<file path="config.mk">
export PLATFORM = sky130hd
export DESIGN_NAME = led_twinkle_fader_top
export DESIGN_NICKNAME = d
export VERILOG_FILES = /design/src/hw/rtl/ltf_pkg.sv /design/src/hw/rtl/led_twinkle_fader_top.sv /design/src/hw/rtl/ltf_ctrl.sv /design/src/hw/rtl/ltf_datapath.sv
export VERILOG_INCLUDE_DIRS = /design/src /design/src/hw/rtl
export SDC_FILE = /design/constraint.sdc
export NUM_CORES = 2
export LEC_CHECK = 0
export BUFFER_PORTS_ARGS = -buffer_cell sky130_fd_sc_hd__buf_4
export CAP_MARGIN = 20
export CORE_ASPECT_RATIO = 1.4
export CORE_UTILIZATION = 65
export CTS_CLUSTER_DIAMETER = 120
export DETAILED_ROUTE_END_ITERATION = 10
export GPL_ROUTABILITY_DRIVEN = 1
export PLACE_DENSITY_LB_ADDON = 0.25
export SETUP_SLACK_MARGIN = 0.05
export SYNTH_ARGS = -nofsm -noshare
export SYNTH_HDL_FRONTEND = slang
export SYNTH_SLANG_ARGS = --single-unit
</file>
<file path="constraint.sdc">
create_clock -name clk_i -period 15.2 [get_ports clk_i]
set_input_delay 0 -clock clk_i [delete_from_list [all_inputs] [get_ports clk_i]]
set_output_delay 0 -clock clk_i [all_outputs]
set_load 0.005 [all_outputs]
</file>
<file path="src/hw/rtl/assert_macros.svh">
// Assertion helpers used by the datapath.
`ifndef ASSERT_MACROS_SVH
`define ASSERT_MACROS_SVH

// Checked on every clock edge outside reset.
`define LTF_ASSERT(lbl, prop, msg) \
  lbl: assert property (@(posedge clk_i) disable iff (!rst_ni) prop) else $error(msg);

// Checked on every clock edge, reset included.
`define LTF_ASSERT_ALWAYS(lbl, prop, msg) \
  lbl: assert property (@(posedge clk_i) prop) else $error(msg);

`endif

</file>
<file path="src/hw/rtl/ltf_pkg.sv">
`default_nettype none

package ltf_pkg;

  localparam int unsigned CfgIdxW  = 3;
  localparam int unsigned CfgDataW = 16;
  localparam int unsigned QuoW     = 8;

  // Configuration register indexes
  localparam logic [CfgIdxW-1:0] CfgThreshold = 3'd0;
  localparam logic [CfgIdxW-1:0] CfgOffMs     = 3'd1;
  localparam logic [CfgIdxW-1:0] CfgOnMs      = 3'd2;
  localparam logic [CfgIdxW-1:0] CfgSpreadMs  = 3'd3;
  localparam logic [CfgIdxW-1:0] CfgRestartMs = 3'd4;
  localparam logic [CfgIdxW-1:0] CfgMinBright = 3'd5;

  // Request kinds
  localparam logic ReqUpdate  = 1'b0;
  localparam logic ReqRestart = 1'b1;

  // LED phases
  localparam logic [1:0] PhSteady = 2'd0;
  localparam logic [1:0] PhDim    = 2'd1;
  localparam logic [1:0] PhBright = 2'd2;

  localparam logic [7:0] FullBright = 8'd255;

  typedef struct packed {
    logic        req_type;
    logic [5:0]  led_index;
    logic [31:0] now_ms;
    logic [15:0] rand_a;
    logic [15:0] rand_b;
    logic [7:0]  base_red;
    logic [7:0]  base_green;
    logic [7:0]  base_blue;
  } in_t;

  typedef struct packed {
    logic [5:0] out_index;
    logic [7:0] out_red;
    logic [7:0] out_green;
    logic [7:0] out_blue;
    logic [7:0] brightness;
  } out_t;

  // Controller to datapath
  typedef struct packed {
    logic accept;
    logic capture;
    logic eval;
    logic mul;
    logic div_step;
    logic fin;
    logic load_out;
  } cmd_t;

  // Datapath to controller
  typedef struct packed {
    logic idx_ok;
    logic restart;
    logic need_div;
    logic out_free;
  } sts_t;

  // Scale one channel: (ch * (1 + b)) >> 8
  function automatic logic [7:0] scale_ch(input logic [7:0] ch, input logic [7:0] b);
    logic [16:0] prod;
    prod = {9'd0, ch} * ({9'd0, b} + 17'd1);
    return prod[15:8];
  endfunction

endpackage

`default_nettype wire

</file>
<file path="src/hw/rtl/led_twinkle_fader_top.sv">
// LED twinkle fader.
// Input channel (in_valid_i / in_ready_o / in_data_i): one beat is an update or a
// restart for one LED. Restarts and beats with an LED index at or beyond NUM_LEDS
// are taken while the controller stays idle and give no result. An update gives
// one result beat on the output channel (out_valid_o / out_ready_i / out_data_o).
// After acceptance an update passes the read and evaluate states, then goes to
// the output state when the LED is steady, switches phase or has a zero-length
// ramp; on a ramp a multiply, an 8-step restoring divider (one quotient bit a
// cycle) and a finish state compute the brightness first. One update is in
// flight at a time: a new beat is taken only when the controller is idle again.
// The result sits in an output register; the next item is accepted while it
// waits. If the receiver stalls, the following update holds in its final step
// until the waiting beat is taken, and input ready stays low meanwhile.
// Per-LED state (phase, start time, length) lives in a memory of NUM_LEDS words,
// read on acceptance and written at most once per item; it is not cleared by
// reset and an LED must see a restart before its first update.
// Reset clears the configuration registers, the controller and the output valid.
// Configuration writes (cfg_we_i) take effect at once; issue them while idle.
`default_nettype none

module led_twinkle_fader_top #(
  parameter int unsigned NUM_LEDS = 64
) (
  input  wire logic                          clk_i,
  input  wire logic                          rst_ni,
  input  wire logic                          cfg_we_i,
  input  wire logic [ltf_pkg::CfgIdxW-1:0]   cfg_index_i,
  input  wire logic [ltf_pkg::CfgDataW-1:0]  cfg_data_i,
  input  wire logic                          in_valid_i,
  output logic                               in_ready_o,
  input  wire ltf_pkg::in_t                  in_data_i,
  output logic                               out_valid_o,
  input  wire logic                          out_ready_i,
  output ltf_pkg::out_t                      out_data_o
);
  import ltf_pkg::*;

  cmd_t cmd;
  sts_t sts;

  // Sequence each item: read state, evaluate, optional divide, emit.
  ltf_ctrl u_ctrl (
    .clk_i      (clk_i),
    .rst_ni     (rst_ni),
    .in_valid_i (in_valid_i),
    .in_ready_o (in_ready_o),
    .sts_i      (sts),
    .cmd_o      (cmd)
  );

  // Hold configuration, LED state memory, divider and output register.
  ltf_datapath #(
    .NUM_LEDS (NUM_LEDS)
  ) u_datapath (
    .clk_i       (clk_i),
    .rst_ni      (rst_ni),
    .cfg_we_i    (cfg_we_i),
    .cfg_index_i (cfg_index_i),
    .cfg_data_i  (cfg_data_i),
    .in_data_i   (in_data_i),
    .cmd_i       (cmd),
    .sts_o       (sts),
    .out_valid_o (out_valid_o),
    .out_ready_i (out_ready_i),
    .out_data_o  (out_data_o)
  );

endmodule

`default_nettype wire

</file>
<file path="src/hw/rtl/ltf_ctrl.sv">
`default_nettype none

module ltf_ctrl (
  input  wire logic          clk_i,
  input  wire logic          rst_ni,
  input  wire logic          in_valid_i,
  output logic               in_ready_o,
  input  wire ltf_pkg::sts_t sts_i,
  output ltf_pkg::cmd_t      cmd_o
);
  import ltf_pkg::*;

  localparam int unsigned CntW = $clog2(QuoW);

  localparam logic [2:0] StIdle = 3'd0;
  localparam logic [2:0] StRead = 3'd1;
  localparam logic [2:0] StEval = 3'd2;
  localparam logic [2:0] StMul  = 3'd3;
  localparam logic [2:0] StDiv  = 3'd4;
  localparam logic [2:0] StFin  = 3'd5;
  localparam logic [2:0] StOut  = 3'd6;

  logic [2:0]      state_q, state_d;
  logic [CntW-1:0] cnt_q, cnt_d;

  assign in_ready_o = (state_q == StIdle);

  always_comb begin
    state_d = state_q;
    cnt_d   = cnt_q;
    cmd_o   = '0;
    unique case (state_q)
      StIdle: begin
        cmd_o.accept = in_valid_i;
        if (in_valid_i && sts_i.idx_ok && !sts_i.restart) begin
          state_d = StRead;
        end
      end
      StRead: begin
        cmd_o.capture = 1'b1;
        state_d       = StEval;
      end
      StEval: begin
        cmd_o.eval = 1'b1;
        state_d    = sts_i.need_div ? StMul : StOut;
      end
      StMul: begin
        cmd_o.mul = 1'b1;
        cnt_d     = '0;
        state_d   = StDiv;
      end
      StDiv: begin
        cmd_o.div_step = 1'b1;
        cnt_d          = cnt_q + 1'b1;
        if (cnt_q == CntW'(QuoW - 1)) begin
          state_d = StFin;
        end
      end
      StFin: begin
        cmd_o.fin = 1'b1;
        state_d   = StOut;
      end
      StOut: begin
        if (sts_i.out_free) begin
          cmd_o.load_out = 1'b1;
          state_d        = StIdle;
        end
      end
      default: begin
        state_d = StIdle;
      end
    endcase
  end

  always_ff @(posedge clk_i or negedge rst_ni) begin
    if (!rst_ni) begin
      state_q <= StIdle;
      cnt_q   <= '0;
    end else begin
      state_q <= state_d;
      cnt_q   <= cnt_d;
    end
  end

endmodule

`default_nettype wire

</file>
<file path="src/hw/rtl/ltf_datapath.sv">
`default_nettype none

`include "assert_macros.svh"

module ltf_datapath #(
  parameter int unsigned NUM_LEDS = 64
) (
  input  wire logic                              clk_i,
  input  wire logic                              rst_ni,
  input  wire logic                              cfg_we_i,
  input  wire logic [ltf_pkg::CfgIdxW-1:0]       cfg_index_i,
  input  wire logic [ltf_pkg::CfgDataW-1:0]      cfg_data_i,
  input  wire ltf_pkg::in_t                      in_data_i,
  input  wire ltf_pkg::cmd_t                     cmd_i,
  output ltf_pkg::sts_t                          sts_o,
  output logic                                   out_valid_o,
  input  wire logic                              out_ready_i,
  output ltf_pkg::out_t                          out_data_o
);
  import ltf_pkg::*;

  localparam int unsigned IdxW = (NUM_LEDS > 1) ? $clog2(NUM_LEDS) : 1;
  localparam logic [8:0]  NumLeds = 9'(NUM_LEDS);

  typedef struct packed {
    logic [1:0]  phase;
    logic [31:0] start;
    logic [15:0] len;
  } ent_t;

  // Configuration registers
  logic [15:0] thr_q, off_q, on_q, spread_q, restart_q;
  logic [7:0]  minb_q;

  always_ff @(posedge clk_i or negedge rst_ni) begin
    if (!rst_ni) begin
      thr_q     <= '0;
      off_q     <= '0;
      on_q      <= '0;
      spread_q  <= '0;
      restart_q <= '0;
      minb_q    <= '0;
    end else if (cfg_we_i) begin
      unique case (cfg_index_i)
        CfgThreshold: thr_q     <= cfg_data_i;
        CfgOffMs:     off_q     <= cfg_data_i;
        CfgOnMs:      on_q      <= cfg_data_i;
        CfgSpreadMs:  spread_q  <= cfg_data_i;
        CfgRestartMs: restart_q <= cfg_data_i;
        CfgMinBright: minb_q    <= cfg_data_i[7:0];
        default: ;
      endcase
    end
  end

  // Item and per-LED state
  in_t             item_q;
  ent_t            mem_q [NUM_LEDS];
  ent_t            rd_q;
  logic [1:0]      ph_q;
  logic [31:0]     d_q;
  logic [15:0]     len_q;
  logic [15:0]     sprd_q;
  logic [15:0]     rem_q;
  logic [QuoW-1:0] quo_q;
  logic [7:0]      b_q;

  logic            in_ok;
  logic            rst_we;
  logic [IdxW-1:0] in_addr;
  logic [IdxW-1:0] item_addr;
  logic [7:0]      span;
  logic [31:0]     sprd_prod;

  assign in_ok     = {3'd0, in_data_i.led_index} < NumLeds;
  assign rst_we    = cmd_i.accept && in_ok && (in_data_i.req_type == ReqRestart);
  assign in_addr   = IdxW'(in_data_i.led_index);
  assign item_addr = IdxW'(item_q.led_index);
  assign span      = FullBright - minb_q;
  assign sprd_prod = {16'd0, item_q.rand_b} * {16'd0, spread_q};

  // Phase evaluation
  logic       ev_we;
  ent_t       ev_wdata;
  logic [7:0] ev_b;
  logic       need_div;
  logic       over;

  always_comb begin
    over     = d_q > {16'd0, len_q};
    ev_we    = 1'b0;
    ev_wdata = '{phase: PhSteady, start: item_q.now_ms, len: len_q};
    ev_b     = FullBright;
    need_div = 1'b0;
    if (ph_q == PhSteady) begin
      // a fresh blink starts at d = 0, which is still full brightness
      if (item_q.rand_a < thr_q) begin
        ev_we          = 1'b1;
        ev_wdata.phase = PhDim;
        ev_wdata.len   = off_q + sprd_q;
      end
    end else if (over) begin
      ev_we = 1'b1;
      if (ph_q == PhDim) begin
        ev_wdata.phase = PhBright;
        ev_wdata.len   = on_q + sprd_q;
        ev_b           = minb_q;
      end
    end else if (len_q == '0) begin
      ev_b = (ph_q == PhDim) ? FullBright : minb_q;
    end else begin
      need_div = 1'b1;
    end
  end

  // Divider step: remainder stays below len_q
  logic [16:0] trial;
  logic        ge;
  logic [23:0] num;

  assign num   = {16'd0, span} * {8'd0, d_q[15:0]};
  assign trial = {rem_q, quo_q[QuoW-1]};
  assign ge    = trial >= {1'b0, len_q};

  logic [7:0] fin_b;
  always_comb begin
    if (ph_q == PhDim) begin
      fin_b = FullBright - (quo_q + 8'(rem_q != '0));
    end else begin
      fin_b = minb_q + quo_q;
    end
  end

  // Memory: one write, one registered read
  always_ff @(posedge clk_i) begin
    if (rst_we) begin
      mem_q[in_addr] <= '{phase: PhBright, start: in_data_i.now_ms, len: restart_q};
    end else if (cmd_i.eval && ev_we) begin
      mem_q[item_addr] <= ev_wdata;
    end
    if (cmd_i.accept) begin
      rd_q <= mem_q[in_addr];
    end
  end

  always_ff @(posedge clk_i) begin
    if (cmd_i.accept) begin
      item_q <= in_data_i;
    end
    if (cmd_i.capture) begin
      ph_q   <= (rd_q.phase == PhDim || rd_q.phase == PhBright) ? rd_q.phase : PhSteady;
      d_q    <= item_q.now_ms - rd_q.start;
      len_q  <= rd_q.len;
      sprd_q <= sprd_prod[31:16];
    end
    if (cmd_i.eval) begin
      b_q <= ev_b;
    end
    if (cmd_i.mul) begin
      rem_q <= num[23:8];
      quo_q <= num[7:0];
    end else if (cmd_i.div_step) begin
      rem_q <= ge ? 16'(trial - {1'b0, len_q}) : trial[15:0];
      quo_q <= {quo_q[QuoW-2:0], ge};
    end
    if (cmd_i.fin) begin
      b_q <= fin_b;
    end
  end

  // Output register
  logic out_valid_q;
  out_t out_q;

  always_ff @(posedge clk_i or negedge rst_ni) begin
    if (!rst_ni) begin
      out_valid_q <= 1'b0;
    end else if (cmd_i.load_out) begin
      out_valid_q <= 1'b1;
    end else if (out_ready_i) begin
      out_valid_q <= 1'b0;
    end
  end

  always_ff @(posedge clk_i) begin
    if (cmd_i.load_out) begin
      out_q.out_index  <= item_q.led_index;
      out_q.out_red    <= scale_ch(item_q.base_red, b_q);
      out_q.out_green  <= scale_ch(item_q.base_green, b_q);
      out_q.out_blue   <= scale_ch(item_q.base_blue, b_q);
      out_q.brightness <= b_q;
    end
  end

  assign out_valid_o = out_valid_q;
  assign out_data_o  = out_q;

  assign sts_o.idx_ok   = in_ok;
  assign sts_o.restart  = (in_data_i.req_type == ReqRestart);
  assign sts_o.need_div = need_div;
  assign sts_o.out_free = !out_valid_q || out_ready_i;

  `LTF_ASSERT_ALWAYS(a_load_free, cmd_i.load_out |-> (!out_valid_q || out_ready_i), "result loaded over a waiting beat")
  `LTF_ASSERT(a_div_len, cmd_i.div_step |-> (len_q != '0), "division by zero ramp length")
  `LTF_ASSERT(a_quo_span, cmd_i.fin |-> (({1'b0, quo_q} + 9'(rem_q != '0)) <= {1'b0, span}), "ramp step exceeds span")

endmodule

`default_nettype wire

</file>
==> report_table.html <==
<table>
<tr><th>Metric</th><th>Value</th></tr>
<tr><th colspan="2">Logic synthesis</th></tr>
<tr><td>Synth async-reset ratio</td><td>under 10%</td></tr>
<tr><td>Count leader, synth</td><td>sky130_fd_sc_hd__edfxtp_1</td></tr>
<tr><td>Flip-flop and latch count after synthesis</td><td>3575</td></tr>
<tr><td>Count of yosys warnings during synthesis</td><td>0</td></tr>
<tr><td>Syn_nets</td><td>around 9100</td></tr>
<tr><td>Number of cells produced by synthesis</td><td>roughly 8300</td></tr>
<tr><td>Post-synth top area share</td><td>around 66%</td></tr>
<tr><td>Distinct cells, synth</td><td>86</td></tr>
<tr><td>Average instance area after synthesis</td><td>roughly 19 um2</td></tr>
<tr><td>Dominant cells by area after synthesis</td><td>sky130_fd_sc_hd__edfxtp_1 66%, sky130_fd_sc_hd__mux4_2 15%, sky130_fd_sc_hd__fa_1 5.1%</td></tr>
<tr><td>Cell type contributing the most total cell area after synthesis</td><td>sky130_fd_sc_hd__edfxtp_1</td></tr>
<tr><td>Sequential-to-total area share from yosys stat</td><td>~68%</td></tr>
<tr><td>EDFF count, synth</td><td>around 3500</td></tr>
<tr><td>Netlist area before placement</td><td>approximately 0.16 mm2</td></tr>
<tr><td>Ys flop type</td><td>sky130_fd_sc_hd__edfxtp_1</td></tr>
<tr><td>Most numerous cell types in the synthesized netlist</td><td>3480 x sky130_fd_sc_hd__edfxtp_1, 1038 x sky130_fd_sc_hd__mux4_2, 548 x sky130_fd_sc_hd__inv_1</td></tr>
<tr><th colspan="2">Detailed routing</th></tr>
<tr><td>Initial DRC Count</td><td>about 15000</td></tr>
<tr><td>Detailed-route DRC error count</td><td>0</td></tr>
<tr><td>DRT Wirelength</td><td>just under 500000 um</td></tr>
<tr><td>ANT nets after route</td><td>0</td></tr>
<tr><td>Vias/cell</td><td>~7.4</td></tr>
<tr><td>Post-detailed-route wirelength per cell</td><td>around 40 um</td></tr>
<tr><td>Number of vias after detailed routing</td><td>a little over 90000</td></tr>
<tr><td>Total iterations of the first detailed-routing run</td><td>8</td></tr>
<tr><th colspan="2">STA</th></tr>
<tr><td>Worst hold margin</td><td>about 0.049 ns</td></tr>
<tr><td>Transition time at the pin with the least slew margin</td><td>around 1.3 ns</td></tr>
<tr><td>Final setup viols</td><td>0</td></tr>
<tr><td>Number of pins exceeding their max-slew limit in the final report</td><td>0</td></tr>
<tr><td>Setup repair after global routing missed its margin</td><td>no</td></tr>
<tr><td>Final min period</td><td>between 7 and 8 ns</td></tr>
<tr><td>Crit share post-route</td><td>46.3%</td></tr>
<tr><td>Final worst clock skew</td><td>between 0.06 and 0.07 ns</td></tr>
<tr><td>Slew Limit Headroom</td><td>~16%</td></tr>
<tr><td>Achievable Freq</td><td>~140 MHz</td></tr>
<tr><td>Total count of hold-check failures in the final report</td><td>0</td></tr>
<tr><td>Total negative slack</td><td>0 ns</td></tr>
<tr><th colspan="2">Cells and area</th></tr>
<tr><td>Relative area change from synthesis to final layout</td><td>12.1%</td></tr>
<tr><td>Count of fill cells added during filler insertion</td><td>around 13000</td></tr>
<tr><td>Layout cell share with drive strength beyond 1</td><td>22.9%</td></tr>
<tr><td>NumNets Final</td><td>approximately 10000</td></tr>
<tr><td>Summed area of non-filler cells in the final layout</td><td>between 0.15 and 0.2 mm2</td></tr>
<tr><th colspan="2">Setup path</th></tr>
<tr><td>Most common cell on crit path</td><td>sky130_fd_sc_hd__fa_1</td></tr>
<tr><td>Arrival time of data at the critical path endpoint</td><td>around 7.6 ns</td></tr>
<tr><td>Setup crit start kind</td><td>register</td></tr>
<tr><td>Buf+Inv Stages, Crit Path</td><td>5</td></tr>
<tr><td>Worst-path fanout max</td><td>16</td></tr>
<tr><td>WS Path Type</td><td>register to register</td></tr>
<tr><td>Cells traversed along the worst timing path</td><td>nand2_1, fa_1, inv_1, fa_1, inv_1, fa_1, inv_1, fa_1, fa_1, inv_1, fa_1, inv_1, ha_1, nor3_1, nand4_1, o31ai_1, nand3_1, a2111o_1, a31o_2, a21oi_1, xnor2_1</td></tr>
<tr><td>Cell family with most CP delay</td><td>adder cells</td></tr>
<tr><td>Kind of capture point of the worst setup path</td><td>register</td></tr>
<tr><td>Critical-path cell with the highest stage delay</td><td>sky130_fd_sc_hd__edfxtp_1</td></tr>
<tr><td>Delay of the slowest cell on the worst path</td><td>~0.83 ns</td></tr>
<tr><td>Required time reported for the critical path endpoint</td><td>~16 ns</td></tr>
<tr><th colspan="2">Floorplan</th></tr>
<tr><td>Die footprint</td><td>between 0.2 and 0.25 mm2</td></tr>
<tr><td>Placeable core region</td><td>between 0.2 and 0.25 mm2</td></tr>
<tr><td>Number of I/O pins</td><td>around 160</td></tr>
<tr><td>Overall die width</td><td>~420 um</td></tr>
<tr><td>Die height</td><td>585 um</td></tr>
<tr><td>Starting density of the core</td><td>~66%</td></tr>
<tr><td>Row Count</td><td>~210</td></tr>
<tr><th colspan="2">Power</th></tr>
<tr><td>Reported net switching power</td><td>about 0.014 W</td></tr>
<tr><td>Pwr dens</td><td>between 200 and 250 mW/mm2</td></tr>
<tr><td>Leakage Power</td><td>60.6 nW</td></tr>
<tr><td>Seq pwr share</td><td>34.7%</td></tr>
<tr><td>Largest voltage drop on the vdd net</td><td>about 500 uV</td></tr>
<tr><td>Combinational share of power</td><td>between 40% and 50%</td></tr>
<tr><td>Final total power</td><td>approximately 0.038 W</td></tr>
<tr><td>Fraction of power spent switching nets</td><td>between 30% and 40%</td></tr>
<tr><td>Clock network fraction of total power</td><td>between 20% and 30%</td></tr>
<tr><td>Pint</td><td>approximately 0.024 W</td></tr>
<tr><th colspan="2">Min path</th></tr>
<tr><td>Hold WC Path Type</td><td>input pin to register</td></tr>
<tr><th colspan="2">Clock tree</th></tr>
<tr><td>Register clock-pin slew on the reported worst setup and hold paths</td><td>about 0.06 ns</td></tr>
<tr><td>Total setup buffers inserted after CTS</td><td>0</td></tr>
<tr><td>Clk sinks</td><td>approximately 3600</td></tr>
<tr><td># hold bufs at CTS</td><td>232</td></tr>
<tr><td>Largest buffer count on any clock path</td><td>4</td></tr>
<tr><td>TritonCTS buffer count</td><td>about 320</td></tr>
<tr><td>CTS root buffer</td><td>sky130_fd_sc_hd__clkbuf_16</td></tr>
<tr><td>Clock latency on the worst-skew pair</td><td>0.92 ns</td></tr>
<tr><td>PostCTS Resize Cnt</td><td>0</td></tr>
<tr><td>TritonCTS clock tree</td><td>built</td></tr>
<tr><td>H-tree levels</td><td>5</td></tr>
<tr><th colspan="2">Global route</th></tr>
<tr><td>Wire length of the first global-routing pass</td><td>slightly below 700000 um</td></tr>
<tr><td>Largest net degree at the start of global routing</td><td>110</td></tr>
<tr><td>Initial antenna violation count</td><td>29</td></tr>
<tr><td>Global-route usage over all layers</td><td>40.3%</td></tr>
<tr><td>GRT Residual Overflow</td><td>0</td></tr>
<tr><td>Via count of the first global-routing pass</td><td>around 93000</td></tr>
<tr><th colspan="2">Placed design</th></tr>
<tr><td>DPL Wire Length</td><td>between 200000 and 250000 um</td></tr>
<tr><td>Total cell area at the placement stage</td><td>~0.16 mm2</td></tr>
<tr><td># port buffers</td><td>158</td></tr>
<tr><td>Routability cong.</td><td>just over 0.9</td></tr>
<tr><th colspan="2">Outcome</th></tr>
<tr><td>Result of the run</td><td>complete, no violations</td></tr>
<tr><th colspan="2">Flow run</th></tr>
<tr><td>Maximum capacitance violations</td><td>0</td></tr>
</table>
## area by class of cell
| cell class | count | area, um2 | share of cell area, % |
|---|---|---|---|
| Tap cell | 3225 | 4040 | 2.28 |
| Timing Repair Buffer | 615 | 5470 | 3.09 |
| Inverter | 549 | 2060 | 1.16 |
| Sequential cell | 3575 | 107000 | 60.3 |
| Clock inverter | 187 | 1890 | 1.06 |
| Clock buffer | 387 | 8440 | 4.76 |
| Multi-Input combinational cell | 3773 | 48400 | 27.3 |
| Antenna cell | 25 | 62.6 | 0.0353 |
## path summary, 6_finish.rpt
kind,start,endpoint,slack (ns),cells past startpoint
worst max-delay path,u_datapath.item_q[31],u_datapath.sprd_q[15],8.16,21
worst min-delay path,in_data_i[91],u_datapath.rd_q[0],0.05,2
worst max register to register,u_datapath.item_q[31],u_datapath.sprd_q[15],8.16,21
worst min register to register,u_datapath.rd_q[7],u_datapath.len_q[7],0.42,0
max in group asynchronous,rst_ni,u_datapath.off_q[8],14.04,4
min in group asynchronous,rst_ni,u_datapath.thr_q[10],0.22,4
## cells by family after synthesis
kind of cell,Yosys count,synth area share [%]
and+or+nand+nor,1269,3.94
xor gates and xnor gates,135,0.748
AOI/OAI and AO/OA,466,1.99
buffers and inverters,902,2.24
DFF,3575,67.6
adders and majority gates,763,7.95
muxes,1140,15.5
## cells in the final DEF (no fill, tap or decap), types with 89 or more instances in the layout
cell type and count:
sky130_fd_sc_hd__fa_1 402, sky130_fd_sc_hd__nor2_1 128, sky130_fd_sc_hd__dfrtp_1 95, sky130_fd_sc_hd__edfxtp_1 3480
sky130_fd_sc_hd__nor2b_1 90, sky130_fd_sc_hd__and2_1 214, sky130_fd_sc_hd__dlygate4sd3_1 231, sky130_fd_sc_hd__inv_1 547
sky130_fd_sc_hd__ha_1 361, sky130_fd_sc_hd__a21oi_1 110, sky130_fd_sc_hd__o21ai_0 102, sky130_fd_sc_hd__xnor2_1 89
sky130_fd_sc_hd__mux4_2 1038, sky130_fd_sc_hd__clkbuf_16 328, sky130_fd_sc_hd__buf_4 363, sky130_fd_sc_hd__nand2_1 494
## metrics by stage
stage | setup WS, ns | cells | util (%)
floorplan | 7.02 | 8250 | -
global placement | 8.18 | 11500 | 68.1
detailed placement | 8.32 | 11500 | 68.1
CTS | 8.28 | 12300 | 73.4
global route | 7.99 | 12300 | 73.5
finish | 8.16 | 12300 | 73.5
## state kept, by name, indices dropped and copies added (netlist names), 16 cells and up
| signal | flops |
|---|---|
| u_datapath.on_q | 16 |
| u_datapath.len_q | 16 |
| u_datapath.thr_q | 16 |
| u_datapath.spread_q | 16 |
| u_datapath.out_data_o | 38 |
| u_datapath.mem_q | 3200 |
| u_datapath.rem_q | 16 |
| u_datapath.off_q | 16 |
| u_datapath.item_q | 56 |
| u_datapath.sprd_q | 16 |
| u_datapath.ev_wdata | 32 |
| u_datapath.rd_q | 50 |
| u_datapath.restart_q | 16 |
| u_datapath.d_q | 32 |
## power groups by stage
stage	Combinational (W)	Sequential [W]	Clock [W]
floorplan	0.0118	0.0132	0
global placement	0.0154	0.0133	0
detailed placement	0.0160	0.0133	0
CTS	0.0162	0.0131	0.00828
global route	0.0183	0.0132	0.00865
finish	0.0164	0.0131	0.00836
## metal layers
layer,part of all wire [%],global-route usage (%)
met1,30,48.6
met4,8.3,26.4
met2,48,64.7
met5,0.045,0
met3,13,10.7
(Power assumes the default switching activity.)
